[src/design/usd_pkg.sv]
// Shared types, constants and widths for the UTF-8 stream decoder.
`default_nettype none
package usd_pkg;

   localparam int ByteWidth   = 8;
   localparam int CpWidth     = 22;
   localparam int LeftWidth   = 2;
   localparam int PayloadBits = 6;
   localparam int RspDataWidth = ((CpWidth + 7) / 8) * 8;

   // Lead byte tag patterns and payload masks
   localparam logic [ByteWidth-1:0] TopBit     = 8'b1000_0000;
   localparam logic [ByteWidth-1:0] Lead4Tag   = 8'b1111_0000;
   localparam logic [ByteWidth-1:0] Lead4Mask  = 8'b0000_1111;
   localparam logic [ByteWidth-1:0] Lead3Tag   = 8'b1110_0000;
   localparam logic [ByteWidth-1:0] Lead3Mask  = 8'b0001_1111;
   localparam logic [ByteWidth-1:0] Lead2Tag   = 8'b1100_0000;
   localparam logic [ByteWidth-1:0] Lead2Mask  = 8'b0011_1111;

   // Code point reported for a continuation byte in lead position
   localparam logic [CpWidth-1:0] BadLeadCp = 22'd1;

   // Continuation counts
   localparam logic [LeftWidth-1:0] LeftNone  = 2'd0;
   localparam logic [LeftWidth-1:0] LeftOne   = 2'd1;
   localparam logic [LeftWidth-1:0] LeftTwo   = 2'd2;
   localparam logic [LeftWidth-1:0] LeftThree = 2'd3;

   // Decoder state carried between items
   typedef struct packed {
      logic [LeftWidth-1:0] bytes_left;
      logic [CpWidth-1:0]   accumulator;
   } state_type;

   // Result produced by one decode step
   typedef struct packed {
      logic               emit;
      logic [CpWidth-1:0] code_point;
      logic               bad_lead;
   } result_type;

endpackage
`default_nettype wire

[src/design/usd_decode.sv]
// Single-step UTF-8 decode: next state and optional result for one byte.
`default_nettype none
module usd_decode (
   input  wire logic [usd_pkg::ByteWidth-1:0] byte_in,
   input  wire usd_pkg::state_type            state_cur,
   output usd_pkg::state_type                 state_nxt,
   output usd_pkg::result_type                result
);

   logic [usd_pkg::CpWidth-1:0] cont_bits;
   logic [usd_pkg::CpWidth-1:0] merged;

   // Continuation payload placed at the shift set by the remaining count
   always_comb begin
      cont_bits = '0;
      unique case (state_cur.bytes_left)
         usd_pkg::LeftThree: cont_bits = {4'b0, byte_in[5:0], 12'b0};
         usd_pkg::LeftTwo:   cont_bits = {10'b0, byte_in[5:0], 6'b0};
         usd_pkg::LeftOne:   cont_bits = {16'b0, byte_in[5:0]};
         default:            cont_bits = '0;
      endcase
   end

   assign merged = state_cur.accumulator | cont_bits;

   // Lead or continuation handling
   always_comb begin
      state_nxt         = state_cur;
      result.emit       = 1'b0;
      result.code_point = merged;
      result.bad_lead   = 1'b0;
      priority if (state_cur.bytes_left != usd_pkg::LeftNone) begin
         state_nxt.accumulator = merged;
         state_nxt.bytes_left  = state_cur.bytes_left - usd_pkg::LeftOne;
         result.emit           = (state_cur.bytes_left == usd_pkg::LeftOne);
      end else if ((byte_in & usd_pkg::TopBit) == '0) begin
         result.emit       = 1'b1;
         result.code_point = {14'b0, byte_in};
      end else if ((byte_in & usd_pkg::Lead4Tag) == usd_pkg::Lead4Tag) begin
         state_nxt.bytes_left  = usd_pkg::LeftThree;
         state_nxt.accumulator = {byte_in[3:0], 18'b0};
      end else if ((byte_in & usd_pkg::Lead3Tag) == usd_pkg::Lead3Tag) begin
         state_nxt.bytes_left  = usd_pkg::LeftTwo;
         state_nxt.accumulator = {5'b0, byte_in[4:0], 12'b0};
      end else if ((byte_in & usd_pkg::Lead2Tag) == usd_pkg::Lead2Tag) begin
         state_nxt.bytes_left  = usd_pkg::LeftOne;
         state_nxt.accumulator = {10'b0, byte_in[5:0], 6'b0};
      end else begin
         result.emit       = 1'b1;
         result.code_point = usd_pkg::BadLeadCp;
         result.bad_lead   = 1'b1;
      end
   end

endmodule
`default_nettype wire

[src/design/usd_out_stage.sv]
// Result register: holds one decoded item until the receiver takes it.
`default_nettype none
module usd_out_stage (
   input  wire logic                              clock,
   input  wire logic                              reset,
   input  wire logic                              load,
   input  wire usd_pkg::result_type               result,
   output logic                                   space,
   output logic                                   rsp_tvalid,
   input  wire logic                              rsp_tready,
   output logic [usd_pkg::RspDataWidth-1:0]       rsp_tdata,
   output logic                                   rsp_tuser
);

   logic                        valid_ff, valid_in;
   logic [usd_pkg::CpWidth-1:0] cp_ff;
   logic                        bad_ff;

   // Room for a new item when empty or when the held item leaves now
   assign space    = !valid_ff || rsp_tready;
   assign valid_in = load || (valid_ff && !rsp_tready);

   always_ff @(posedge clock) begin
      if (reset) begin
         valid_ff <= 1'b0;
      end else begin
         valid_ff <= valid_in;
      end
   end

   // Payload, no reset
   always_ff @(posedge clock) begin
      if (load) begin
         cp_ff  <= result.code_point;
         bad_ff <= result.bad_lead;
      end
   end

   assign rsp_tvalid = valid_ff;
   assign rsp_tdata  = {{(usd_pkg::RspDataWidth - usd_pkg::CpWidth){1'b0}}, cp_ff};
   assign rsp_tuser  = bad_ff;

endmodule
`default_nettype wire

[src/design/utf8_stream_decoder.sv]
// Top level of the byte-serial UTF-8 stream decoder.
// Usage:
//   req_* channel carries one raw byte per item in req_tdata[7:0].
//   rsp_* channel carries one decoded code point per item in rsp_tdata[21:0]
//   and the bad-lead flag in rsp_tuser.
//   An ASCII byte, a stray continuation byte in lead position, or the last
//   byte of a multi-byte sequence each yield one result item; lead bytes and
//   inner continuation bytes yield none.
// Path: an accepted byte is held in the input register, decoded out of it, and
//   lands in the result register once the result register has space.
// Throughput: one byte per cycle while the result register has space, set by
//   the combinational decode between the input register and the result
//   register; the decoder state updates as each byte leaves the input register.
// Stall: when rsp_tready is low with a result held, the input register keeps
//   its byte and req_tready drops once it is full; nothing is lost.
// Reset: synchronous, active high; clears both registers' valid flags and
//   the decoder state, so the next byte is taken as a lead byte.
`default_nettype none
module utf8_stream_decoder (
   input  wire logic                        clock,
   input  wire logic                        reset,
   input  wire logic                        req_tvalid,
   output logic                             req_tready,
   input  wire logic [7:0]                  req_tdata,   // [7:0] byte_in
   output logic                             rsp_tvalid,
   input  wire logic                        rsp_tready,
   output logic [usd_pkg::RspDataWidth-1:0] rsp_tdata,   // [21:0] code_point, zero fill
   output logic                             rsp_tuser    // [0] bad_lead
);

   logic                          in_valid_ff, in_valid_in;
   logic [usd_pkg::ByteWidth-1:0] in_byte_ff;
   usd_pkg::state_type            state_ff, state_in;
   usd_pkg::state_type            state_nxt;
   usd_pkg::result_type           result;
   logic                          space;
   logic                          advance;
   logic                          req_take;

   // Pipeline control
   assign advance     = in_valid_ff && space;
   assign req_tready  = !in_valid_ff || advance;
   assign req_take    = req_tvalid && req_tready;
   assign in_valid_in = req_take || (in_valid_ff && !advance);
   assign state_in    = advance ? state_nxt : state_ff;

   // Input register and decoder state
   always_ff @(posedge clock) begin
      if (reset) begin
         in_valid_ff <= 1'b0;
         state_ff    <= '0;
      end else begin
         in_valid_ff <= in_valid_in;
         state_ff    <= state_in;
      end
   end

   // Byte payload, no reset
   always_ff @(posedge clock) begin
      if (req_take) begin
         in_byte_ff <= req_tdata;
      end
   end

   usd_decode u_decode (
      .byte_in   (in_byte_ff),
      .state_cur (state_ff),
      .state_nxt (state_nxt),
      .result    (result)
   );

   usd_out_stage u_out (
      .clock      (clock),
      .reset      (reset),
      .load       (advance && result.emit),
      .result     (result),
      .space      (space),
      .rsp_tvalid (rsp_tvalid),
      .rsp_tready (rsp_tready),
      .rsp_tdata  (rsp_tdata),
      .rsp_tuser  (rsp_tuser)
   );

`ifndef SYNTH
   // A bad lead always reports code point one
   a_bad_lead_cp: assert property (@(posedge clock) disable iff (reset)
      (rsp_tvalid && rsp_tuser) |-> (rsp_tdata[21:0] == usd_pkg::BadLeadCp))
      else $error("bad lead result without code point one");

   // An emitting decode step shows up as a valid result next cycle
   a_emit_valid: assert property (@(posedge clock) disable iff (reset)
      (advance && result.emit) |=> rsp_tvalid)
      else $error("emitted item not presented");

   // Bits still to be filled by pending continuations are clear
   a_acc_one: assert property (@(posedge clock) disable iff (reset)
      (state_ff.bytes_left == usd_pkg::LeftOne) |-> (state_ff.accumulator[5:0] == '0))
      else $error("accumulator low bits set with one continuation left");

   a_acc_two: assert property (@(posedge clock) disable iff (reset)
      (state_ff.bytes_left == usd_pkg::LeftTwo) |-> (state_ff.accumulator[11:0] == '0))
      else $error("accumulator low bits set with two continuations left");
`endif

endmodule
`default_nettype wire

[config.mk]
export PLATFORM = sky130hd
export DESIGN_NAME = utf8_stream_decoder
export DESIGN_NICKNAME = d
export VERILOG_FILES = /design/src/design/usd_pkg.sv /design/src/design/usd_decode.sv /design/src/design/usd_out_stage.sv /design/src/design/utf8_stream_decoder.sv
export SDC_FILE = /design/constraint.sdc
export NUM_CORES = 1
export LEC_CHECK = 0
export BUFFER_PORTS_ARGS = -buffer_cell sky130_fd_sc_hd__clkbuf_2
export CORE_AREA = 2 2 102 104
export CTS_BUF_LIST = sky130_fd_sc_hd__clkbuf_2
export DETAILED_ROUTE_END_ITERATION = 10
export DIE_AREA = 0 0 104 106
export PLACE_DENSITY_LB_ADDON = 0.12
export SLEW_MARGIN = 5
export SYNTH_ARGS = -nofsm -noshare
export SYNTH_HDL_FRONTEND = slang
export SYNTH_SLANG_ARGS = --single-unit
[constraint.sdc]
create_clock -name clock -period 3.6 [get_ports clock]
set_input_delay 0.54 -clock clock [delete_from_list [all_inputs] [get_ports clock]]
set_output_delay 0.54 -clock clock [all_outputs]
set_load 0.01 [all_outputs]
Yosys cells after proc, flatten, opt, wreduce, memory -nomap -nowiden
Index checks and enable logic that the tools add are counted.

Add/subtract/negate cells: 1. Equal/unequal tests: 7. Muxes and demuxes: 13. Bitwise operators: 1. Reduce and logical (&&, ||, !) cells: 18.

Operator list (number): 24-bit 2-to-1 mux (8); 18-bit one-hot mux with 3 select lines (1); 23-bit 2-to-1 mux (2); 22-bit by 18-bit bitwise OR with 22-bit output (1); 8-bit zero test (1); 2-bit == test, second input constant (3); 1-bit logical AND (5); 4-bit == test, second input constant (1); 1-bit zero test (4); 1-bit logical OR (4); 4-bit nonzero test (1); 4-bit OR reduction (1); 3-bit == test, second input constant (1); 3-bit AND reduction (1); 2-bit by 1-bit == test with 1-bit output, second input constant (1); 1-bit 2-to-1 mux (2); 2-bit by 1-bit inequality test with 1-bit output, second input constant (1); 2-bit nonzero test (1); 2-bit by 1-bit subtractor with 2-bit output, second input constant (1).

Register bits after elaboration: 57. Bits of input ports: 12. Output and inout port bits: 27. Logic and storage cells: 47.

Depth between registers and ports, before layout
Depth after elaboration: 10. Gate-level depth with buffers: 6. Gate-level depth less buffers: 4.

Hierarchy
A second synthesis with hierarchy kept.

Cell total of the unflattened synthesis: 298. Area total of the unflattened synthesis: 2924.1 um^2.

By module, submodules not included: utf8_stream_decoder (instances 1, cells each 123, area each 1325.0 um^2, seq. area each 740.7 um^2); usd_decode (instances 1, cells each 145, area each 843.3 um^2, seq. area each 0.0 um^2); usd_out_stage (instances 1, cells each 30, area each 755.7 um^2, seq. area each 710.7 um^2).

Least setup slack after synthesis
No wires, ideal clock.

Kind: input port to flip-flop. Start: input rsp_tready. End: register u_out.cp_ff[0] in the netlist's numbering (enable). Setup time: 0.434 ns. Arrival time: 2.458 ns. Required time: 3.166 ns. Path slack: 0.707 ns. Stages: 3. Buffers on the path: 0. Cells stage by stage: nand2b_1 nand2_1 nor3_1.

Cells in the longest elaborated chain, start to end: 3.

RTL lines: start, declared (RTL line utf8_stream_decoder.sv:26) `input wire logic rsp_tready,`; 1-bit logical OR (RTL line usd_out_stage.sv:20) `assign space = !valid_ff || rsp_tready;`; 1-bit logical AND (RTL line utf8_stream_decoder.sv:41) `assign advance = in_valid_ff && space;`; 1-bit logical AND (RTL line utf8_stream_decoder.sv:75) `.load (advance && result.emit),`; net u_out.load (RTL line usd_out_stage.sv:6) `input wire logic load,`; end signal, assigned (RTL line usd_out_stage.sv:34) `cp_ff <= result.code_point;`; end, declared (RTL line usd_out_stage.sv:16) `logic [usd_pkg::CpWidth-1:0] cp_ff;`.

The timed path passes the listed nets, and every way through them passes these cells. A chain may end at the register's enable or synchronous reset.

Final worst setup path
Start: register state_ff[23] in the netlist's numbering. End: register state_ff[22] in the netlist's numbering.

Cells in the longest elaborated chain, start to end: 3. Elaborated cells between the ends (all ways): 5. Classes of those cells: eq/ne: 1; mux: 1; reduce/logical: 3.

RTL lines: start, declared (RTL line utf8_stream_decoder.sv:33) `usd_pkg::state_type state_ff, state_in;`; start signal, assigned (RTL line utf8_stream_decoder.sv:54) `state_ff <= state_in;`; 2-bit nonzero test (*) (RTL line usd_decode.sv:32) `priority if (state_cur.bytes_left != usd_pkg::LeftNone) begin`; 2-bit by 1-bit inequality test with 1-bit output (no source line) / 4-bit nonzero test (equally long branches); 3-bit AND reduction (no source line).

Mark *: on every way between the ends. The rest lies on a longest branch, timed or not.

==> run summary <==
largest net degree at the start of global routing: 27
post-layout instance count excluding filler cells: 407
Cells after DPL: 391
GR Util met1: 0.159
DRC: 0
area grow syn2layout: 16.7%
CTS Hold Bufs: 0
drt wl/cell: 15.6 µm
Post-Syn Instances: 235
ratio of cells with drive above 1 in the final layout: 0.255
Initial Util: 0.253
die area: 11000 µm²
PortBufs: 36
Worst setup SP type: flip-flop
WHS Path Cells: 1
Power Dens Cells: 475 nW/µm²
DRT Pass-1 Iters: 4
post-route cell area: 2950 µm²
drt via density: 4.78
Die Y: 106 µm
post-synthesis cell type count: 38
pre-CTS setup slack: 1270 ps
Worst EP required: 4010 ps
clock skew: 20.1 ps
Mapped Area: 2520 µm²
worst IR drop on VDD: 0.169 mV
vias in the first global route: 1867
RSZ-0062 raised after global routing: no
total vias in the final route: 1946
r2r setup slk: 1290 ps
met2 usage: 0.187
Core Region: 10000 µm²
Post-DP Area: 2790 µm²
GRT busiest layer: met2
die width: 104 µm
top cells by area, synth: edfxtp_1, dfxtp_1, a21oi_1
max-cap violations: 0
status: complete, no violations
clock root buffer: clkbuf_2
Final Hold Slack: 208 ps
Fillers: 1081
post-cts resize count: 0
M3 GR Usage: 0.0325
fin nets: 278
Final Hold Vio Count: 0
leading area contributor after synthesis: edfxtp_1
Tmin final: 2310 ps
Post-synth EDFFs: 31
Least-Margin Pin Slew: 1030 ps
Final ANT Viol Nets: 0
GP Congestion: 0.747
IO Pins: 39
Setup WS post-layout: 1290 ps
clk sinks: 57
register area share after synthesis: 0.575
Max-slew headroom: 0.314
Max Root-Sink Buffers: 2
YS warnings: 0
top cells by count, synth: a21oi_1, edfxtp_1, nor2_1
origin of the critical flop-to-flop path: state_ff[23]$_SDFFE_PP0P_
Power Total: 1.40 mW
Synth top area share: 0.369
post-detailed-routing wire length: 6.36 mm
setup TNS: 0 ps
final max-slew violation count: 0
CP Capture Type: flip-flop
diode count: 0
fin util: 0.295
Worst EP arrival: 2720 ps
initial antenna violation count: 0
Leak Pwr: 1.05 nW
Clock H-tree levels: 3
Most used DFF post-synth: edfxtp_1
final period utilization: 0.643
fmax: 432 MHz
largest fanout on the critical path: 26
row count: 37
Worst Setup Path Type: reg2reg
Critical Path Start: state_ff[23]$_SDFFE_PP0P_
post-CTS setup buffers: 0
final setup fails: 0
CTS tree: built
Hold Crit Class: in2reg
crit path to: state_ff[22]$_SDFFE_PP0P_
Worst Reg-to-Reg Cells: 4
first-pass GRT wire length: 10.2 mm
async set or reset register ratio after synthesis: 0
reg2reg end: state_ff[22]$_SDFFE_PP0P_
Yosys reg bits: 57
HPWL after DPL: 4.17 mm
top-count cell post-synth: a21oi_1
grt total ovfl: 0
Reg clk slew, reported paths: 170 ps
post-synthesis average cell area: 10.7 µm²
later-pin clock latency in the skew report: 500 ps
Num CTS Buffers: 9
Tot GR Track Use: 0.123
DR iter-0 viols: 103
[logic make-up after synthesis]
logic type             synth area share
AND/OR/NAND/NOR                   0.124
flip-flops                        0.575
buffers and inverters            0.0550
AO/OA/AOI/OAI                     0.245
other                           0.00149
[worst min path at each step]
stage                         startpoint                         to  slack, ps
3_5_place_dp   state_ff[19]$_SDFFE_PP0P_  state_ff[19]$_SDFFE_PP0P_        460
6_report                    req_tdata[0]    in_byte_ff[0]$_DFFE_PP_        210
4_1_cts                     req_tdata[0]    in_byte_ff[0]$_DFFE_PP_        150
3_3_place_gp   state_ff[21]$_SDFFE_PP0P_  state_ff[21]$_SDFFE_PP0P_        460
5_1_grt                     req_tdata[0]    in_byte_ff[0]$_DFFE_PP_        150
2_1_floorplan  state_ff[18]$_SDFFE_PP0P_  state_ff[18]$_SDFFE_PP0P_        440
[metal layers]
metal / wire length (µm) / part of all wire
met5: 0 / 0
met4: 137 / 0.022
met3: 294 / 0.046
met2: 2980 / 0.47
met1: 2940 / 0.46
[area by class of cell]
| class | instances | area [µm²] | area share |
|---|---|---|---|
| Sequential cell | 57 | 1450 | 0.493 |
| Multi-Input combinational cell | 152 | 943 | 0.320 |
| Timing Repair Buffer | 38 | 195 | 0.0662 |
| Tap cell | 136 | 170 | 0.0577 |
| Clock inverter | 6 | 106 | 0.0361 |
| Clock buffer | 10 | 50.0 | 0.0170 |
| Inverter | 8 | 30.0 | 0.0102 |
[layout by cell type (no fill, tap or decap), types with 6 or more instances in the layout]
cell type	instances
clkbuf_2	46
a21oi_1	36
edfxtp_1	31
nor2_1	29
dfxtp_1	26
o21ai_0	16
a22o_1	10
a22oi_1	9
nand2_1	8
inv_1	7
a211oi_2	6
[worst max-delay path, cell delays in order (launching register included)]
cell and delay (ps):
dfxtp_1 1030, a211oi_2 190, nor3b_4 650, o22ai_1 150, a211oi_1 210
[state kept, by name, summed over array words and instances (netlist names)]
| name | flops |
|---|---|
| in_byte_ff | 8 |
| in_valid_ff | 1 |
| state_ff | 24 |
| u_out.cp_ff | 22 |
| u_out.rsp_tuser | 1 |
| u_out.rsp_tvalid | 1 |
[where the power goes]
| group | switching [mW] | internal [mW] |
|---|---|---|
| clock network | 0.244 | 0.299 |
| logic | 0.0761 | 0.0407 |
| registers | 0.0282 | 0.712 |
| total | 0.348 | 1.05 |
No activity file was read; power rests on OpenSTA's default activity.
